<file path="src/hw/rtl/gbi_pkg.sv">
// Shared types and constants of the grid bilinear interpolator.
`timescale 1ns / 1ps

package gbi_pkg;

	// Request command codes
	localparam logic CMD_WRITE = 1'b0;
	localparam logic CMD_QUERY = 1'b1;

	// Fixed field widths
	localparam int CFG_W    = 7;
	localparam int QUERY_W  = 14;
	localparam int IDX_IN_W = 6;
	localparam int SAMPLE_W = 32;
	localparam int OUT_W    = 32;

	// Configuration register file
	localparam int PADDR_W = 3;
	localparam int PDATA_W = 32;
	localparam logic REG_COLUMNS = 1'b0;
	localparam logic REG_ROWS    = 1'b1;
	localparam logic [CFG_W-1:0] CFG_RESET = 7'd64;

	// Query sequencer states
	typedef enum logic [3:0] {
		ST_IDLE,
		ST_RD_A0,
		ST_RD_A1,
		ST_RD_B0,
		ST_RD_B1,
		ST_MUL_B1,
		ST_ROW_B,
		ST_MUL_YA,
		ST_MUL_YB,
		ST_SUM,
		ST_ROUND
	} state_t;

	// Blend datapath controls, one step per cycle
	typedef struct packed {
		logic mul_x;
		logic x_hi;
		logic row_a_en;
		logic row_b_en;
		logic row_first;
		logic mul_y;
		logic y_hi;
		logic sum_en;
		logic sum_first;
	} blend_ctl_t;

endpackage

</file>
<file path="src/hw/rtl/gbi_blend.sv">
// Bilinear blend datapath: weighted row sums, column blend and final rounding.
`timescale 1ns / 1ps

module gbi_blend #(
	parameter int VALUE_BITS = 32,
	parameter int FRAC_BITS  = 8
) (
	input  logic                             clk,
	input  gbi_pkg::blend_ctl_t              ctl,
	input  logic signed [VALUE_BITS-1:0]     rd_data,
	input  logic [FRAC_BITS-1:0]             fx,
	input  logic [FRAC_BITS-1:0]             fy,
	output logic [gbi_pkg::OUT_W-1:0]        result
);
	import gbi_pkg::*;

	localparam int WW = FRAC_BITS + 2;
	localparam int PW = VALUE_BITS + FRAC_BITS + 2;
	localparam int YW = PW + FRAC_BITS + 2;

	logic signed [WW-1:0] one_w;
	logic signed [WW-1:0] fx_w;
	logic signed [WW-1:0] fy_w;
	logic signed [WW-1:0] wx;
	logic signed [WW-1:0] wy;
	logic signed [PW-1:0] row_sel;
	logic signed [PW-1:0] prod_x_q;
	logic signed [PW-1:0] row_a_q;
	logic signed [PW-1:0] row_b_q;
	logic signed [YW-1:0] prod_y_q;
	logic signed [YW-1:0] sum_q;
	logic signed [YW-1:0] half;
	logic signed [YW-1:0] rnd;
	logic signed [YW-1:0] quo;

	// Weights: the fraction or its complement to one
	assign one_w = $signed(WW'(1) << FRAC_BITS);
	assign fx_w  = $signed({2'b00, fx});
	assign fy_w  = $signed({2'b00, fy});
	assign wx    = ctl.x_hi ? fx_w : one_w - fx_w;
	assign wy    = ctl.y_hi ? fy_w : one_w - fy_w;
	assign row_sel = ctl.y_hi ? row_b_q : row_a_q;

	// Multiply and accumulate, one step per cycle
	always_ff @(posedge clk) begin
		if (ctl.mul_x) begin
			prod_x_q <= rd_data * wx;
		end
		if (ctl.row_a_en) begin
			row_a_q <= ctl.row_first ? prod_x_q : row_a_q + prod_x_q;
		end
		if (ctl.row_b_en) begin
			row_b_q <= ctl.row_first ? prod_x_q : row_b_q + prod_x_q;
		end
		if (ctl.mul_y) begin
			prod_y_q <= row_sel * wy;
		end
		if (ctl.sum_en) begin
			sum_q <= ctl.sum_first ? prod_y_q : sum_q + prod_y_q;
		end
	end

	// Round half up and drop the weight scale
	assign half   = $signed(YW'(1) << (2 * FRAC_BITS - 1));
	assign rnd    = sum_q + half;
	assign quo    = rnd >>> (2 * FRAC_BITS);
	assign result = OUT_W'(quo);

endmodule

</file>
<file path="config.mk">
export PLATFORM = sky130hd
export DESIGN_NAME = gbi_blend
export DESIGN_NICKNAME = d
export VERILOG_FILES = /design/src/hw/rtl/gbi_pkg.sv /design/src/hw/rtl/gbi_blend.sv
export SDC_FILE = /design/constraint.sdc
export NUM_CORES = 2
export LEC_CHECK = 0
export BUFFER_PORTS_ARGS = -buffer_cell sky130_fd_sc_hd__clkbuf_2
export CAP_MARGIN = 5
export CORE_ASPECT_RATIO = 0.5
export CORE_MARGIN = 2
export CORE_UTILIZATION = 63
export DETAILED_ROUTE_END_ITERATION = 16
export PLACE_DENSITY = 0.86
export SYNTH_ARGS = -nofsm -noshare
export SYNTH_HDL_FRONTEND = slang
export SYNTH_SLANG_ARGS = --single-unit
</file>
<file path="constraint.sdc">
create_clock -name clk -period 10.2 [get_ports clk]
set_input_delay 0.51 -clock clk [delete_from_list [all_inputs] [get_ports clk]]
set_output_delay 0.51 -clock clk [all_outputs]
set_load 0.03 [all_outputs]
</file>
==> impl_metrics.yaml <==
synthesis:
  synth.avg_cell_area_um2: 9.109
  synth_flop_cell: "edfxtp_1"
  ys_ff_latch: 222
  yosysUniqueCellTypes: 92
  synth_mux_area_frac: 0.02549
  synthXorXnorAreaFrac: 0.05130
  synth_compound_gate_area_share: 0.1355
  synth-seq-area-share: 0.1743
  synth.net_count: 5100
  ys_async_sr_fraction: 0
  synth_fa_ha_area_frac: 0.3788
  yosysTopAreaCell: "fa_1"
  synth_top_family_by_area: "adder cells"
  postSynthCellCount: 4198
  synth_area_um2: 38240
  synth-simple-area-share: 0.1590
  synth_edf_count: 222
  yosys-top-cells-area: "fa_1 (27%), edfxtp_1 (17%), ha_1 (11%), inv_1 (5.6%), nand2_1 (4.5%)"
  ys_warn_count: 0
  yosysTopAreaCellShare: 0.2738
critical_path:
  worstSetupPathType: "in2reg"
  start_kind: "input pin"
  cp_data_arrival_time_ps: 8060
  worstPathMaxFanout: 34
  worst_ep_required_time_ps: 10530
  crit_path_end_kind: "register"
cells_and_area:
  ff_latch_area_um2: 6666
  final_common_cell: "inv_1"
  fin_util: 0.6733
  layout-area-overhead-vs-synth_pct: 4.927
  final_cell_mix: "inv_1 (568), fa_1 (523), nand2_1 (461)"
  final_area_um2: 40130
  fillers: 4566
  antenna_cells: 0
  final_layout_size_suffix_gt1_frac: 0.05801
  multiInputGateArea_um2: 28810
  final_nets: 5073
cts:
  cts_inserted_buffers: 25
  clock-sinks: 222
  clkLatencyLatePin_ps: 590
  cts_setup_buffers: 0
  cts_hold_buf: 0
  cts_tree: "done"
  path_clk_slew_ps: 60
  ctsRootBufferMaster: "clkbuf_16"
  htree_levels: 1
  cts_max_path_buffers: 3
  cts_resized: 0
outcome:
  outcome: "completed"
sta:
  hold_viol: 0
  final.setup.worst_slack_ps: 2468
  worst_slew_pin_slew_ps: 1154
  setup_violations: 0
  fmaxAchievable_ghz: 0.1293
  finalSetupTns_ps: 0
  slew_viol_final: 0
  max_slew_margin: 0.2304
  rsz0062_at_grt: "no"
  finalCritPeriodShare: 0.7581
  finClkSkew_ps: 45.23
  finalCriticalPeriod_ps: 7732
placed_design:
  dpl_cell_area_um2: 39260
  dp_slack_ps: 2029
  gp_congestion: 0.9947
  io_buffers: 89
  dpl.hpwl_mm: 73.28
run:
  maxCapViolCount: 0
floorplanning:
  initial_utilization: 0.6417
  dieArea_um2: 62810
  core_area_um2: 59590
  io_pins: 90
  rows: 63
  die_h_um: 178.2
  fp.dieW_um: 352.4
drt:
  wl_mm: 90.96
  drt_iter0_drc: 2864
  via_per_inst: 6.055
  ant_nets: 0
  wl_per_cell_um: 18.19
  dr.pass1.iters: 8
  via_count: 30280
  drc_errors: 0
global_routing:
  grt_pass1_wl_mm: 151.6
  grt-ovfl-total: 0
  grt_pass1_vias: 30510
  grt_start_max_net_pins: 93
  gr-usage-all-layers: 0.2943
  antenna_found_initial: 0
worst_hold_path:
  hp-class: "in2reg"
[stage by stage]
| step | std cells | hold slack, ps |
|---|---|---|
| final | 5001 | 419.8 |
| after global routing | 5001 | 418.0 |
| after CTS | 5001 | 387.3 |
| after detailed placement | 4956 | 550.7 |
| after global placement | 4956 | 553.9 |
| after floorplan | 4198 | 525.0 |
[cells by family after synthesis]
logic type,count (synthesis)
xor+xnor,224
buf+inv,736
simple gates,1290
fa+ha+maj,844
compound gates,790
flops,222
mux,92
[cell usage after synthesis (60+ instances only)]
cell / instances
nor2_1: 335
ha_1: 321
and2_1: 81
inv_1: 568
clkbuf_1: 113
o21ai_0: 185
a21o_1: 108
xor2_1: 67
nand3_1: 60
edfxtp_1: 222
nor2b_1: 108
a21oi_1: 199
nand2_1: 461
xnor2_1: 157
fa_1: 523
[state kept, by name, summed over array words and instances (netlist names)]
name,count
prod_y_q,48
sum_q,48
row_a_q,42
row_b_q,42
prod_x_q,42
[worst max-delay path: stages]
cell and delay (ps):
clkbuf_2 70, buf_4 360, inv_1 140, ha_1 270, nor2_1 250, xor2_2 790, nand2_1 180, fa_1 540
inv_1 50, fa_1 510, inv_1 60, fa_1 520, inv_1 40, fa_1 470, inv_1 50, fa_1 470
inv_1 40, ha_1 340, a2111oi_0 430, o21ai_0 310, nand4_1 260, a21oi_1 120, o21a_1 230, o21a_1 180
o21ai_0 350, nand2_1 140, o311ai_0 360
[layout make-up]
| class | instances | share of cell area |
|---|---|---|
| multi-input combinational | 3240 | 0.7180 |
| sequential | 222 | 0.1661 |
| inverter | 569 | 0.05323 |
| clock inverter | 17 | 0.005769 |
| timing repair buffer | 113 | 0.01572 |
| clock buffer | 28 | 0.01587 |
| tap | 812 | 0.02532 |
[metal layers]
layer,global-route usage,vias up,share of wire
li1,-,13980,-
met3,0.04747,180,0.098
met1,0.4214,14650,0.44
met5,0,-,0
met2,0.4688,1476,0.44
met4,0.07977,0,0.026
[worst paths after layout]
kind                start      endpoint  slack (ps)  cells after the start
max                 fy[0]  prod_y_q[23]        2470                     27
min            rd_data[0]   prod_x_q[0]         420                      2
max reg2reg   row_a_q[11]  prod_y_q[44]        3390                     19
min reg2reg  prod_y_q[10]     sum_q[10]         570                      2
Power is not shown: default switching activity piles up to over one toggle a cycle in this logic, so the estimate is an artifact.
